## config.mk

```make
export PLATFORM = sky130hd
export DESIGN_NAME = per_flow_sequence_loss_monitor
export DESIGN_NICKNAME = d
export VERILOG_FILES = /design/src/hw/rtl/pslm_pkg.sv /design/src/hw/rtl/pslm_ram.sv /design/src/hw/rtl/pslm_front.sv /design/src/hw/rtl/pslm_fifo.sv /design/src/hw/rtl/pslm_back.sv /design/src/hw/rtl/per_flow_sequence_loss_monitor.sv
export SDC_FILE = /design/constraint.sdc
export NUM_CORES = 2
export LEC_CHECK = 0
export BUFFER_PORTS_ARGS = -buffer_cell sky130_fd_sc_hd__buf_4
export CAP_MARGIN = 20
export CORE_MARGIN = 1
export CORE_UTILIZATION = 50
export CTS_CLUSTER_SIZE = 8
export DETAILED_ROUTE_END_ITERATION = 7
export GPL_ROUTABILITY_DRIVEN = 0
export GPL_TIMING_DRIVEN = 0
export PLACE_DENSITY = 0.67
export SLEW_MARGIN = 20
export SYNTH_ARGS = -nofsm -noshare
export SYNTH_HDL_FRONTEND = slang
export SYNTH_HIERARCHICAL = 1
export SYNTH_SLANG_ARGS = --single-unit
```

## constraint.sdc

```tcl
create_clock -name clock -period 40 [get_ports clock]
set_input_delay 2 -clock clock [delete_from_list [all_inputs] [get_ports clock]]
set_output_delay 2 -clock clock [all_outputs]
set_load 0.03 [all_outputs]
```

## src/hw/rtl/pslm_pkg.sv

```systemverilog
// shared types, constants and helpers of the per-flow sequence loss monitor
package pslm_pkg;

   // field widths fixed by the message and result formats
   localparam int FLOW_INDEX_W = 4;
   localparam int FLOW_SPAN    = 1 << FLOW_INDEX_W;
   localparam int SEQ_W        = 32;
   localparam int TIME_W       = 48;
   localparam int LATENCY_W    = TIME_W + 1;
   localparam int COUNT_W      = 32;
   localparam int RCV_W        = 31;

   // default number of tracked flows
   localparam int FLOW_COUNT_DEFAULT = 16;

   // saturation limit of the received counter
   localparam logic [RCV_W-1:0] RCV_MAX = {RCV_W{1'b1}};

   // loss figure: gaps * 10000 / expected, 45-bit magnitude divided bit-serially
   localparam int LOSS_SCALE_W = 15;
   localparam logic signed [LOSS_SCALE_W-1:0] LOSS_SCALE = 15'sd10000;
   localparam int PROD_W    = COUNT_W + LOSS_SCALE_W;
   localparam int MAG_W     = 45;
   localparam int DIV_STEPS = MAG_W;
   localparam int STEP_W    = $clog2(DIV_STEPS);

   // queue between front and back
   localparam int QUEUE_DEPTH = 2;
   localparam int QPTR_W      = (QUEUE_DEPTH > 1) ? $clog2(QUEUE_DEPTH) : 1;
   localparam int QCNT_W      = $clog2(QUEUE_DEPTH + 1);

   // one received message
   typedef struct packed {
      logic [FLOW_INDEX_W-1:0] flow_index;
      logic [SEQ_W-1:0]        sequence_number;
      logic [TIME_W-1:0]       send_time_ms;
      logic [TIME_W-1:0]       receive_time_ms;
   } req_item_type;

   // classified item handed from front to back
   typedef struct packed {
      logic signed [LATENCY_W-1:0] latency_ms;
      logic signed [COUNT_W-1:0]   gap_found;
      logic [RCV_W-1:0]            rcv_sum;
      logic signed [COUNT_W-1:0]   exp_sum;
      logic signed [COUNT_W-1:0]   gap_sum;
   } mid_item_type;

   // one result
   typedef struct packed {
      logic signed [LATENCY_W-1:0] latency_ms;
      logic signed [COUNT_W-1:0]   gap_found;
      logic [RCV_W-1:0]            rcv_sum;
      logic signed [COUNT_W-1:0]   exp_sum;
      logic signed [COUNT_W-1:0]   gap_sum;
      logic signed [COUNT_W-1:0]   loss_hundredths_percent;
   } rsp_item_type;

   // saturating increment of a received counter
   function automatic logic [RCV_W-1:0] sat_inc(input logic [RCV_W-1:0] value);
      logic [RCV_W-1:0] result;
      begin
         result = (value == RCV_MAX) ? value : value + RCV_W'(1);
         return result;
      end
   endfunction

endpackage

```

## src/hw/rtl/pslm_ram.sv

```systemverilog
// generic single-port-write, single-port-read ram with registered read
module pslm_ram #(
   parameter int WIDTH = 32,
   parameter int DEPTH = 16
) (
   input  logic                                   clock,
   input  logic                                   wr_en,
   input  logic [((DEPTH > 1) ? $clog2(DEPTH) : 1)-1:0] wr_addr,
   input  logic [WIDTH-1:0]                       wr_data,
   input  logic                                   rd_en,
   input  logic [((DEPTH > 1) ? $clog2(DEPTH) : 1)-1:0] rd_addr,
   output logic [WIDTH-1:0]                       rd_data
);

   logic [WIDTH-1:0] mem_ff [DEPTH];
   logic [WIDTH-1:0] rd_data_ff;

   // write port
   always_ff @(posedge clock) begin
      if (wr_en) begin
         mem_ff[wr_addr] <= wr_data;
      end
   end

   // registered read, held while no read is issued
   always_ff @(posedge clock) begin
      if (rd_en) begin
         rd_data_ff <= mem_ff[rd_addr];
      end
   end

   assign rd_data = rd_data_ff;

endmodule

```

## src/hw/rtl/pslm_front.sv

```systemverilog
// front: accepts messages, looks up the flow, updates totals, queues the item
module pslm_front #(
   parameter int FLOW_COUNT = pslm_pkg::FLOW_COUNT_DEFAULT
) (
   input  logic                  clock,
   input  logic                  reset,
   input  logic                  push,
   output logic                  full,
   input  pslm_pkg::req_item_type req_item,
   output logic                  q_push,
   input  logic                  q_full,
   output pslm_pkg::mid_item_type q_data
);

   localparam int ADDR_W = (FLOW_COUNT > 1) ? $clog2(FLOW_COUNT) : 1;
   localparam int EXT_W  = (ADDR_W > pslm_pkg::FLOW_INDEX_W) ? ADDR_W : pslm_pkg::FLOW_INDEX_W;

   localparam logic F_IDLE = 1'b0;
   localparam logic F_LOOK = 1'b1;

   logic                              state_ff, state_in;
   pslm_pkg::req_item_type            item_ff, item_in;
   logic                              in_range_ff, in_range_in;
   logic [pslm_pkg::FLOW_SPAN-1:0]    seen_ff, seen_in;
   logic [pslm_pkg::COUNT_W-1:0]      sum_gaps_ff, sum_gaps_in;
   logic [pslm_pkg::COUNT_W-1:0]      sum_exp_ff, sum_exp_in;
   logic [pslm_pkg::RCV_W-1:0]        sum_rcv_ff, sum_rcv_in;

   logic                              accept;
   logic [EXT_W-1:0]                  rd_ext, wr_ext;
   logic [ADDR_W-1:0]                 rd_addr, wr_addr;
   logic [pslm_pkg::SEQ_W-1:0]        last_seq;
   logic [pslm_pkg::COUNT_W-1:0]      step, gap;
   logic                              flow_seen;
   logic                              ram_wr;

   assign full   = (state_ff != F_IDLE);
   assign accept = push && !full;

   // flow table addresses
   assign rd_ext  = EXT_W'(req_item.flow_index);
   assign rd_addr = rd_ext[ADDR_W-1:0];
   assign wr_ext  = EXT_W'(item_ff.flow_index);
   assign wr_addr = wr_ext[ADDR_W-1:0];

   // last sequence number per flow
   pslm_ram #(
      .WIDTH (pslm_pkg::SEQ_W),
      .DEPTH (FLOW_COUNT)
   ) last_seq_ram (
      .clock   (clock),
      .wr_en   (ram_wr),
      .wr_addr (wr_addr),
      .wr_data (item_ff.sequence_number),
      .rd_en   (accept),
      .rd_addr (rd_addr),
      .rd_data (last_seq)
   );

   // classification of the held item
   assign flow_seen = seen_ff[item_ff.flow_index];
   assign step      = item_ff.sequence_number - last_seq;
   assign gap       = step - pslm_pkg::COUNT_W'(1);
   assign q_push    = (state_ff == F_LOOK) && !q_full;
   assign ram_wr    = q_push && in_range_ff;

   // state and totals
   always_comb begin
      state_in    = state_ff;
      item_in     = item_ff;
      in_range_in = in_range_ff;
      seen_in     = seen_ff;
      sum_gaps_in = sum_gaps_ff;
      sum_exp_in  = sum_exp_ff;
      sum_rcv_in  = sum_rcv_ff;
      case (state_ff)
         F_IDLE: begin
            if (push) begin
               item_in     = req_item;
               in_range_in = (32'(req_item.flow_index) < 32'(FLOW_COUNT));
               state_in    = F_LOOK;
            end
         end
         F_LOOK: begin
            if (!q_full) begin
               state_in = F_IDLE;
               if (in_range_ff) begin
                  sum_rcv_in = pslm_pkg::sat_inc(sum_rcv_ff);
                  seen_in[item_ff.flow_index] = 1'b1;
                  if (flow_seen) begin
                     sum_gaps_in = sum_gaps_ff + gap;
                     sum_exp_in  = sum_exp_ff + step;
                  end else begin
                     sum_exp_in  = sum_exp_ff + pslm_pkg::COUNT_W'(1);
                  end
               end
            end
         end
         default: begin
            state_in = F_IDLE;
         end
      endcase
   end

   // item handed to the back
   always_comb begin
      q_data.latency_ms = $signed({1'b0, item_ff.receive_time_ms})
                        - $signed({1'b0, item_ff.send_time_ms});
      q_data.gap_found  = (in_range_ff && flow_seen) ? gap : '0;
      q_data.rcv_sum    = sum_rcv_in;
      q_data.exp_sum    = sum_exp_in;
      q_data.gap_sum    = sum_gaps_in;
   end

   // control registers
   always_ff @(posedge clock) begin
      if (reset) begin
         state_ff    <= F_IDLE;
         seen_ff     <= '0;
         sum_gaps_ff <= '0;
         sum_exp_ff  <= '0;
         sum_rcv_ff  <= '0;
      end else begin
         state_ff    <= state_in;
         seen_ff     <= seen_in;
         sum_gaps_ff <= sum_gaps_in;
         sum_exp_ff  <= sum_exp_in;
         sum_rcv_ff  <= sum_rcv_in;
      end
   end

   // held item
   always_ff @(posedge clock) begin
      item_ff     <= item_in;
      in_range_ff <= in_range_in;
   end

   // an accepted item is looked up in the next cycle
   a_accept_look: assert property (@(posedge clock) disable iff (reset)
      accept |=> (state_ff == F_LOOK))
      else $error("accepted item did not move to lookup");

   // a lookup that finds room in the queue frees the front
   a_look_done: assert property (@(posedge clock) disable iff (reset)
      q_push |=> !full)
      else $error("front stayed busy after queuing an item");

   // received total grows only when an in-range item is queued, by one until it saturates
   a_rcv_step: assert property (@(posedge clock) disable iff (reset)
      !(q_push && in_range_ff) |=> $stable(sum_rcv_ff))
      else $error("received total changed without an item");

endmodule

```

## src/hw/rtl/pslm_fifo.sv

```systemverilog
// short queue of classified items between front and back
module pslm_fifo (
   input  logic                   clock,
   input  logic                   reset,
   input  logic                   q_push,
   output logic                   q_full,
   input  pslm_pkg::mid_item_type q_wdata,
   input  logic                   q_pop,
   output logic                   q_empty,
   output pslm_pkg::mid_item_type q_rdata
);

   localparam logic [pslm_pkg::QPTR_W-1:0] LAST_SLOT = pslm_pkg::QPTR_W'(pslm_pkg::QUEUE_DEPTH - 1);
   localparam logic [pslm_pkg::QCNT_W-1:0] CNT_FULL  = pslm_pkg::QCNT_W'(pslm_pkg::QUEUE_DEPTH);

   pslm_pkg::mid_item_type           slot_ff [pslm_pkg::QUEUE_DEPTH];
   logic [pslm_pkg::QPTR_W-1:0]      wr_ptr_ff, wr_ptr_in;
   logic [pslm_pkg::QPTR_W-1:0]      rd_ptr_ff, rd_ptr_in;
   logic [pslm_pkg::QCNT_W-1:0]      count_ff, count_in;
   logic                             do_push, do_pop;

   assign q_full  = (count_ff == CNT_FULL);
   assign q_empty = (count_ff == '0);
   assign do_push = q_push && !q_full;
   assign do_pop  = q_pop && !q_empty;
   assign q_rdata = slot_ff[rd_ptr_ff];

   // pointer and count update
   always_comb begin
      wr_ptr_in = wr_ptr_ff;
      rd_ptr_in = rd_ptr_ff;
      count_in  = count_ff;
      if (do_push) begin
         wr_ptr_in = (wr_ptr_ff == LAST_SLOT) ? '0 : wr_ptr_ff + pslm_pkg::QPTR_W'(1);
      end
      if (do_pop) begin
         rd_ptr_in = (rd_ptr_ff == LAST_SLOT) ? '0 : rd_ptr_ff + pslm_pkg::QPTR_W'(1);
      end
      if (do_push && !do_pop) begin
         count_in = count_ff + pslm_pkg::QCNT_W'(1);
      end else if (do_pop && !do_push) begin
         count_in = count_ff - pslm_pkg::QCNT_W'(1);
      end
   end

   always_ff @(posedge clock) begin
      if (reset) begin
         wr_ptr_ff <= '0;
         rd_ptr_ff <= '0;
         count_ff  <= '0;
      end else begin
         wr_ptr_ff <= wr_ptr_in;
         rd_ptr_ff <= rd_ptr_in;
         count_ff  <= count_in;
      end
   end

   // storage
   always_ff @(posedge clock) begin
      if (do_push) begin
         slot_ff[wr_ptr_ff] <= q_wdata;
      end
   end

   // fill level stays within the depth
   a_count_range: assert property (@(posedge clock) disable iff (reset)
      count_ff <= CNT_FULL)
      else $error("queue count beyond depth");

endmodule

```

## src/hw/rtl/pslm_back.sv

```systemverilog
// back: computes the loss figure with a serial divider and holds the result
module pslm_back (
   input  logic                   clock,
   input  logic                   reset,
   input  logic                   q_empty,
   output logic                   q_pop,
   input  pslm_pkg::mid_item_type q_rdata,
   output logic                   empty,
   input  logic                   pop,
   output pslm_pkg::rsp_item_type rsp_item
);

   localparam logic [2:0] B_IDLE = 3'd0;
   localparam logic [2:0] B_MUL  = 3'd1;
   localparam logic [2:0] B_PREP = 3'd2;
   localparam logic [2:0] B_DIV  = 3'd3;
   localparam logic [2:0] B_SAT  = 3'd4;
   localparam logic [2:0] B_DONE = 3'd5;

   localparam int W = pslm_pkg::COUNT_W;

   logic [2:0]                          state_ff, state_in;
   pslm_pkg::mid_item_type              entry_ff, entry_in;
   logic signed [pslm_pkg::PROD_W-1:0]  prod_ff, prod_in;
   logic                                neg_ff, neg_in;
   logic [pslm_pkg::MAG_W-1:0]          quo_ff, quo_in;
   logic [W-1:0]                        rem_ff, rem_in;
   logic [W-2:0]                        div_ff, div_in;
   logic [pslm_pkg::STEP_W-1:0]         cnt_ff, cnt_in;
   logic [W-1:0]                        loss_ff, loss_in;
   logic                                out_valid_ff, out_valid_in;
   pslm_pkg::rsp_item_type              out_ff, out_in;

   logic [pslm_pkg::PROD_W-1:0]         prod_abs;
   logic [W-1:0]                        trial;
   logic                                fits;
   logic                                out_free;
   logic                                over_neg, over_pos;

   assign empty    = !out_valid_ff;
   assign rsp_item = out_ff;
   assign out_free = !out_valid_ff || pop;
   assign q_pop    = (state_ff == B_IDLE) && !q_empty;

   // divider datapath
   assign prod_abs = prod_ff[pslm_pkg::PROD_W-1] ? pslm_pkg::PROD_W'(-prod_ff)
                                                  : pslm_pkg::PROD_W'(prod_ff);
   assign trial    = {rem_ff[W-2:0], quo_ff[pslm_pkg::MAG_W-1]};
   assign fits     = (trial >= {1'b0, div_ff});

   // saturation of the quotient magnitude
   assign over_neg = (|quo_ff[pslm_pkg::MAG_W-1:W]) || (quo_ff[W-1] && (|quo_ff[W-2:0]));
   assign over_pos = |quo_ff[pslm_pkg::MAG_W-1:W-1];

   // sequencer
   always_comb begin
      state_in     = state_ff;
      entry_in     = entry_ff;
      prod_in      = prod_ff;
      neg_in       = neg_ff;
      quo_in       = quo_ff;
      rem_in       = rem_ff;
      div_in       = div_ff;
      cnt_in       = cnt_ff;
      loss_in      = loss_ff;
      out_in       = out_ff;
      out_valid_in = out_valid_ff && !pop;
      case (state_ff)
         B_IDLE: begin
            if (!q_empty) begin
               entry_in = q_rdata;
               state_in = B_MUL;
            end
         end
         B_MUL: begin
            prod_in  = pslm_pkg::PROD_W'($signed(entry_ff.gap_sum))
                     * pslm_pkg::PROD_W'(pslm_pkg::LOSS_SCALE);
            state_in = B_PREP;
         end
         B_PREP: begin
            neg_in = prod_ff[pslm_pkg::PROD_W-1];
            quo_in = prod_abs[pslm_pkg::MAG_W-1:0];
            rem_in = '0;
            div_in = entry_ff.exp_sum[W-2:0];
            cnt_in = pslm_pkg::STEP_W'(pslm_pkg::DIV_STEPS - 1);
            // expected total not positive gives zero loss
            if ($signed(entry_ff.exp_sum) <= 0) begin
               loss_in  = '0;
               state_in = B_DONE;
            end else begin
               state_in = B_DIV;
            end
         end
         B_DIV: begin
            rem_in = fits ? (trial - {1'b0, div_ff}) : trial;
            quo_in = {quo_ff[pslm_pkg::MAG_W-2:0], fits};
            if (cnt_ff == '0) begin
               state_in = B_SAT;
            end else begin
               cnt_in = cnt_ff - pslm_pkg::STEP_W'(1);
            end
         end
         B_SAT: begin
            if (neg_ff) begin
               loss_in = over_neg ? {1'b1, {(W-1){1'b0}}} : -quo_ff[W-1:0];
            end else begin
               loss_in = over_pos ? {1'b0, {(W-1){1'b1}}} : {1'b0, quo_ff[W-2:0]};
            end
            state_in = B_DONE;
         end
         B_DONE: begin
            if (out_free) begin
               out_in.latency_ms              = entry_ff.latency_ms;
               out_in.gap_found               = entry_ff.gap_found;
               out_in.rcv_sum                 = entry_ff.rcv_sum;
               out_in.exp_sum                 = entry_ff.exp_sum;
               out_in.gap_sum                 = entry_ff.gap_sum;
               out_in.loss_hundredths_percent = loss_ff;
               out_valid_in                   = 1'b1;
               state_in                       = B_IDLE;
            end
         end
         default: begin
            state_in = B_IDLE;
         end
      endcase
   end

   // control registers
   always_ff @(posedge clock) begin
      if (reset) begin
         state_ff     <= B_IDLE;
         out_valid_ff <= 1'b0;
      end else begin
         state_ff     <= state_in;
         out_valid_ff <= out_valid_in;
      end
   end

   // datapath registers
   always_ff @(posedge clock) begin
      entry_ff <= entry_in;
      prod_ff  <= prod_in;
      neg_ff   <= neg_in;
      quo_ff   <= quo_in;
      rem_ff   <= rem_in;
      div_ff   <= div_in;
      cnt_ff   <= cnt_in;
      loss_ff  <= loss_in;
      out_ff   <= out_in;
   end

   // partial remainder stays below the divisor
   a_rem_bound: assert property (@(posedge clock) disable iff (reset)
      (state_ff == B_DIV) |-> (rem_ff < {1'b0, div_ff}))
      else $error("divider remainder out of range");

   // a waiting result is not overwritten
   a_hold_result: assert property (@(posedge clock) disable iff (reset)
      ((state_ff == B_DONE) && out_valid_ff && !pop) |=> (state_ff == B_DONE))
      else $error("result overwritten before it was taken");

   // the divider only runs on a positive expected total
   a_div_positive: assert property (@(posedge clock) disable iff (reset)
      (state_ff == B_DIV) |-> (div_ff != '0))
      else $error("divider started with zero divisor");

endmodule

```

## src/hw/rtl/per_flow_sequence_loss_monitor.sv

```systemverilog
// top level of the per-flow sequence loss monitor
//
//   channel   ports                     handshake
//   request   push, full, req_item      taken when push && !full
//   response  empty, pop, rsp_item      taken when pop && !empty
//
// the front accepts a message, then does its flow table lookup before it takes the next one
// the back computes the loss figure of each item with the 45-step serial divider
// and takes the next item from the queue only once the last result is registered
// a two-entry queue lets the front keep taking messages while the back divides
// reset clears seen flags and totals; the last-sequence table needs no clearing
// full stays high while the front waits on a full queue; a held result waits for pop
module per_flow_sequence_loss_monitor #(
   parameter int FLOW_COUNT = pslm_pkg::FLOW_COUNT_DEFAULT
) (
   input  logic                   clock,
   input  logic                   reset,
   input  logic                   push,
   output logic                   full,
   input  pslm_pkg::req_item_type req_item,
   output logic                   empty,
   input  logic                   pop,
   output pslm_pkg::rsp_item_type rsp_item
);

   logic                   q_push, q_full, q_pop, q_empty;
   pslm_pkg::mid_item_type q_wdata, q_rdata;

   // classification and totals
   pslm_front #(
      .FLOW_COUNT (FLOW_COUNT)
   ) front (
      .clock    (clock),
      .reset    (reset),
      .push     (push),
      .full     (full),
      .req_item (req_item),
      .q_push   (q_push),
      .q_full   (q_full),
      .q_data   (q_wdata)
   );

   // decoupling queue
   pslm_fifo queue (
      .clock   (clock),
      .reset   (reset),
      .q_push  (q_push),
      .q_full  (q_full),
      .q_wdata (q_wdata),
      .q_pop   (q_pop),
      .q_empty (q_empty),
      .q_rdata (q_rdata)
   );

   // loss figure and result register
   pslm_back back (
      .clock    (clock),
      .reset    (reset),
      .q_empty  (q_empty),
      .q_pop    (q_pop),
      .q_rdata  (q_rdata),
      .empty    (empty),
      .pop      (pop),
      .rsp_item (rsp_item)
   );

endmodule
```

==> results.toml <==
[cts]
cts_buffers = 234
clkSinkCount = 1721
cts_resized = 0
htreeDepth = 4
hold_buffers = 0
clkLatencyLatePin_ns = 0.86
path_clk_slew_ns = 0.05
cts_tree = "built"
cts_root_buf = "clkbuf_16"
clock_path_buffers = 3
postCtsSetupBuffers = 0

[detailed_routing]
drtAntennaViolNets = 0
drt-initial-drc-count = 3519
firstDrtPassIters = 6
vias = 46300
drcViolationCount = 0
wl_per_cell_microns = 21.4
routed_wl_microns = 177000
vias_per_cell = 5.59

[logic_synthesis]
synth_edf_count = 1600
ys_seq_area_frac = 0.639
syn_area_sq_um = 79000
syn_inst = 5418
syn_avg_cell_area_sq_um = 14.6
yosysWarnings = 6
synthArstFlopShare = 0
synth_cell_types = 98
syn_nets = 5997
yosys_register_bits = 1721
synth-main-ff-cell = "edfxtp_1"

[cells_and_area]
seqCellArea_sq_um = 50500
fin_nets = 6657
fillers = 12100
area_delta_synth_final_pct = 16.5
multi_input_area_sq_um = 26500
drive_above_1_share = 0.182

[global_route]
grt_pass1_vias = 46400
grt_pass1_wl_microns = 269000
grt_max_degree = 91
grt_overflow = 0
grt_usage = 0.221
antenna_found_initial = 3

[timing]
finalWorstSetupSlack_ns = 32.03
slew_viol_final = 0
tightest_slew_ns = 1.09
max_slew_margin = 0.273
grt_setup_unrepaired = "no"
fin_crit_sh = 0.199
finalHoldViolCount = 0
setup_viol = 0
min_period_ns = 7.97
holdWs_ns = 0.405
finClkSkew_ns = 0.0791
max_freq_ghz = 0.125
tns_ns = 0

[power_and_ir_drop]
switching_share = 0.370
p_clk_frac = 0.226
p_leak_nw = 34.1
p_sw_mw = 2.96
sequentialPowerShare = 0.322
p_int_mw = 5.04
p_comb_frac = 0.452
p_per_area_nw_per_um2 = 86.9
ir_drop_uv = 150
power_mw = 8.00

[setup_path]
r2r_cells = 26
worst-path-max-fanout = 17
r2r_end = "queue/slot_ff[1][31]$_DFFE_PP_"
critical_path_class = "flip-flop to flip-flop"
required_ns = 40.59
r2r_start = "front/item_ff[96]$_DFFE_PP_"
reg2reg_setup_slack_ns = 32.03
crit_path_end_kind = "flip-flop"
critPathArrivalTime_ns = 8.56
cp-start-kind = "flip-flop"

[die]
pin_count = 346
fp-row-count = 145
die_area_sq_um = 160000
core_area_sq_um = 157000
start_util = 0.505
die_w_microns = 400
die_height_microns = 400

[run]
cap_violations = 0

[hold_path]
hold_end = "back/rsp_item[159]$_DFFE_PP_"
hold_depth = 0
hp-start = "back/entry_ff[127]$_DFFE_PP_"
hp-class = "flip-flop to flip-flop"

[placed_design]
port_buffers = 345
pre_cts_ws_ns = 32.01
hpwl_microns = 126000

[status]
status = "finished clean"
-- cell families (layout without fill, tap and decap cells) --
family	Yosys count	count (layout)	synth area share
AO/OA/AOI/OAI	932	932	0.0757
XOR/XNOR	259	259	0.0288
adder cells (fa/ha/maj)	443	443	0.0794
buffers and inverters	525	1323	0.0273
flip-flops	1721	1721	0.639
multiplexers	337	337	0.0734
other	0	1	0
AND/OR/NAND/NOR	1201	1201	0.0768
-- synth_stat cells (all sizes together), types with 10 or more instances --
cell,instances,area [sq um]
mux2,197,2740
a31o,10,87.6
buf,64,430
and4,12,105
ha,345,4320
edfxtp,1600,48000
mux4,132,2970
nor3,68,345
xor2,114,1010
o31ai,27,216
or3,34,213
o21bai,21,161
o21ai,223,1120
o211ai,16,120
nand3b,21,158
nor2b,122,766
a211oi,33,258
clkbuf,113,424
o31a,11,96.3
nand2,374,1400
and3,37,231
fa,98,1960
nand3,73,383
nor2,234,881
nand2b,28,175
or4,21,173
a31oi,49,307
a22oi,64,480
or2,19,119
dfxtp,121,2420
xnor2,145,1270
a21oi,257,1300
and2,54,338
a21o,104,781
o41ai,13,121
o21a,24,180
nand4,35,225
nor4,34,219
nor3b,10,75.1
inv,348,1310
-- cell usage in the layout (no fill, tap or decap), types with 71 or more instances in the layout --
cell	n
a21o_1	104
mux2_4	140
fa_1	98
clkbuf_16	234
xor2_1	113
a21oi_1	253
nor2b_1	120
o21ai_0	208
inv_1	345
nand3_1	71
edfxtp_1	1600
xnor2_1	145
clkbuf_1	235
ha_1	345
nand2_1	373
nor2_1	220
mux4_2	132
buf_4	375
dfxtp_1	121
-- through the flow --
stage / instance area (sq um) / cells / util
3_5_place_dp: 85400 / 7900 / 0.545
5_1_grt: 92100 / 8275 / 0.588
4_1_cts: 92100 / 8274 / 0.588
3_3_place_gp: 84200 / 7821 / 0.538
6_report: 92100 / 8275 / 0.588
2_1_floorplan: 79000 / 5418 / -
-- worst max path at each step --
stage	endpoint	depth (start not counted)	slack [ns]	from
after global routing	queue/slot_ff[1][31]$_DFFE_PP_	26	31.55	front/item_ff[96]$_DFFE_PP_
final	queue/slot_ff[1][31]$_DFFE_PP_	26	32.03	front/item_ff[96]$_DFFE_PP_
after global placement	queue/count_ff[1]$_SDFFE_PP0P_	5	5.35	back/state_ff[2]$_SDFFE_PP0P_
after CTS	queue/slot_ff[1][31]$_DFFE_PP_	26	31.96	front/item_ff[96]$_DFFE_PP_
after detailed placement	queue/slot_ff[0][31]$_DFFE_PP_	26	32.01	front/item_ff[96]$_DFFE_PP_
after floorplan	queue/count_ff[1]$_SDFFE_PP0P_	5	18.20	back/state_ff[2]$_SDFFE_PP0P_
-- power by group through the flow --
stage	sequential, mW	clock, mW	combinational [mW]
floorplan	2.62	0	2.83
global placement	2.73	0	3.52
detailed placement	2.61	0	3.62
CTS	2.58	1.84	3.65
global route	2.60	1.92	4.13
finish	2.58	1.81	3.62
-- state kept, by name, indices dropped and copies added (netlist names), 42 cells and up, named ones only --
name                       count
front/item_ff                128
back/quo_ff                   45
back/entry_ff                176
back/rsp_item                208
back/prod_ff                  42
queue/slot_ff                352
front/last_seq_ram/mem_ff    512
-- critical path: stages (launching register included) --
cell and delay (ns):
edfxtp_1 0.60, inv_1 0.19, ha_1 0.23, inv_1 0.07, fa_1 0.42, a211oi_2 0.29, o21ai_1 0.22, nand2_1 0.17
mux2_1 0.33, a211oi_1 0.81, nor4_2 0.15, and3_1 0.22, buf_4 0.15, nand2_1 0.08, xor2_1 0.41, ha_1 0.37
nand2_1 0.12, or4_1 0.12, o221ai_1 0.23, a211oi_1 0.40, o21ai_0 0.20, a21oi_1 0.23, nor2_1 0.07, a2111oi_0 0.63
o21ai_0 0.25, a21oi_2 0.33, xor2_1 0.40
-- metal layers --
layer | global-route usage | routed length [microns] | vias up
met2 | 0.375 | 88500 | 1395
met5 | 0 | 27 | -
met4 | 0.0766 | 4930 | 4
met3 | 0.0355 | 9820 | 299
li1 | - | - | 21700
met1 | 0.286 | 73400 | 22900
-- cell type report --
| cell class | count | share of cell area |
|---|---|---|
| repair buffers | 424 | 0.0393 |
| inverters | 348 | 0.0143 |
| clock inverters | 15 | 0.00402 |
| plain buffers | 177 | 0.00928 |
| diodes | 1 | 0.0000272 |
| well taps | 2058 | 0.0280 |
| flip-flops and latches | 1721 | 0.548 |
| multi-input cells | 3172 | 0.288 |
| clock buffers | 359 | 0.0690 |
Note: power is estimated with default switching activity, not from simulation.
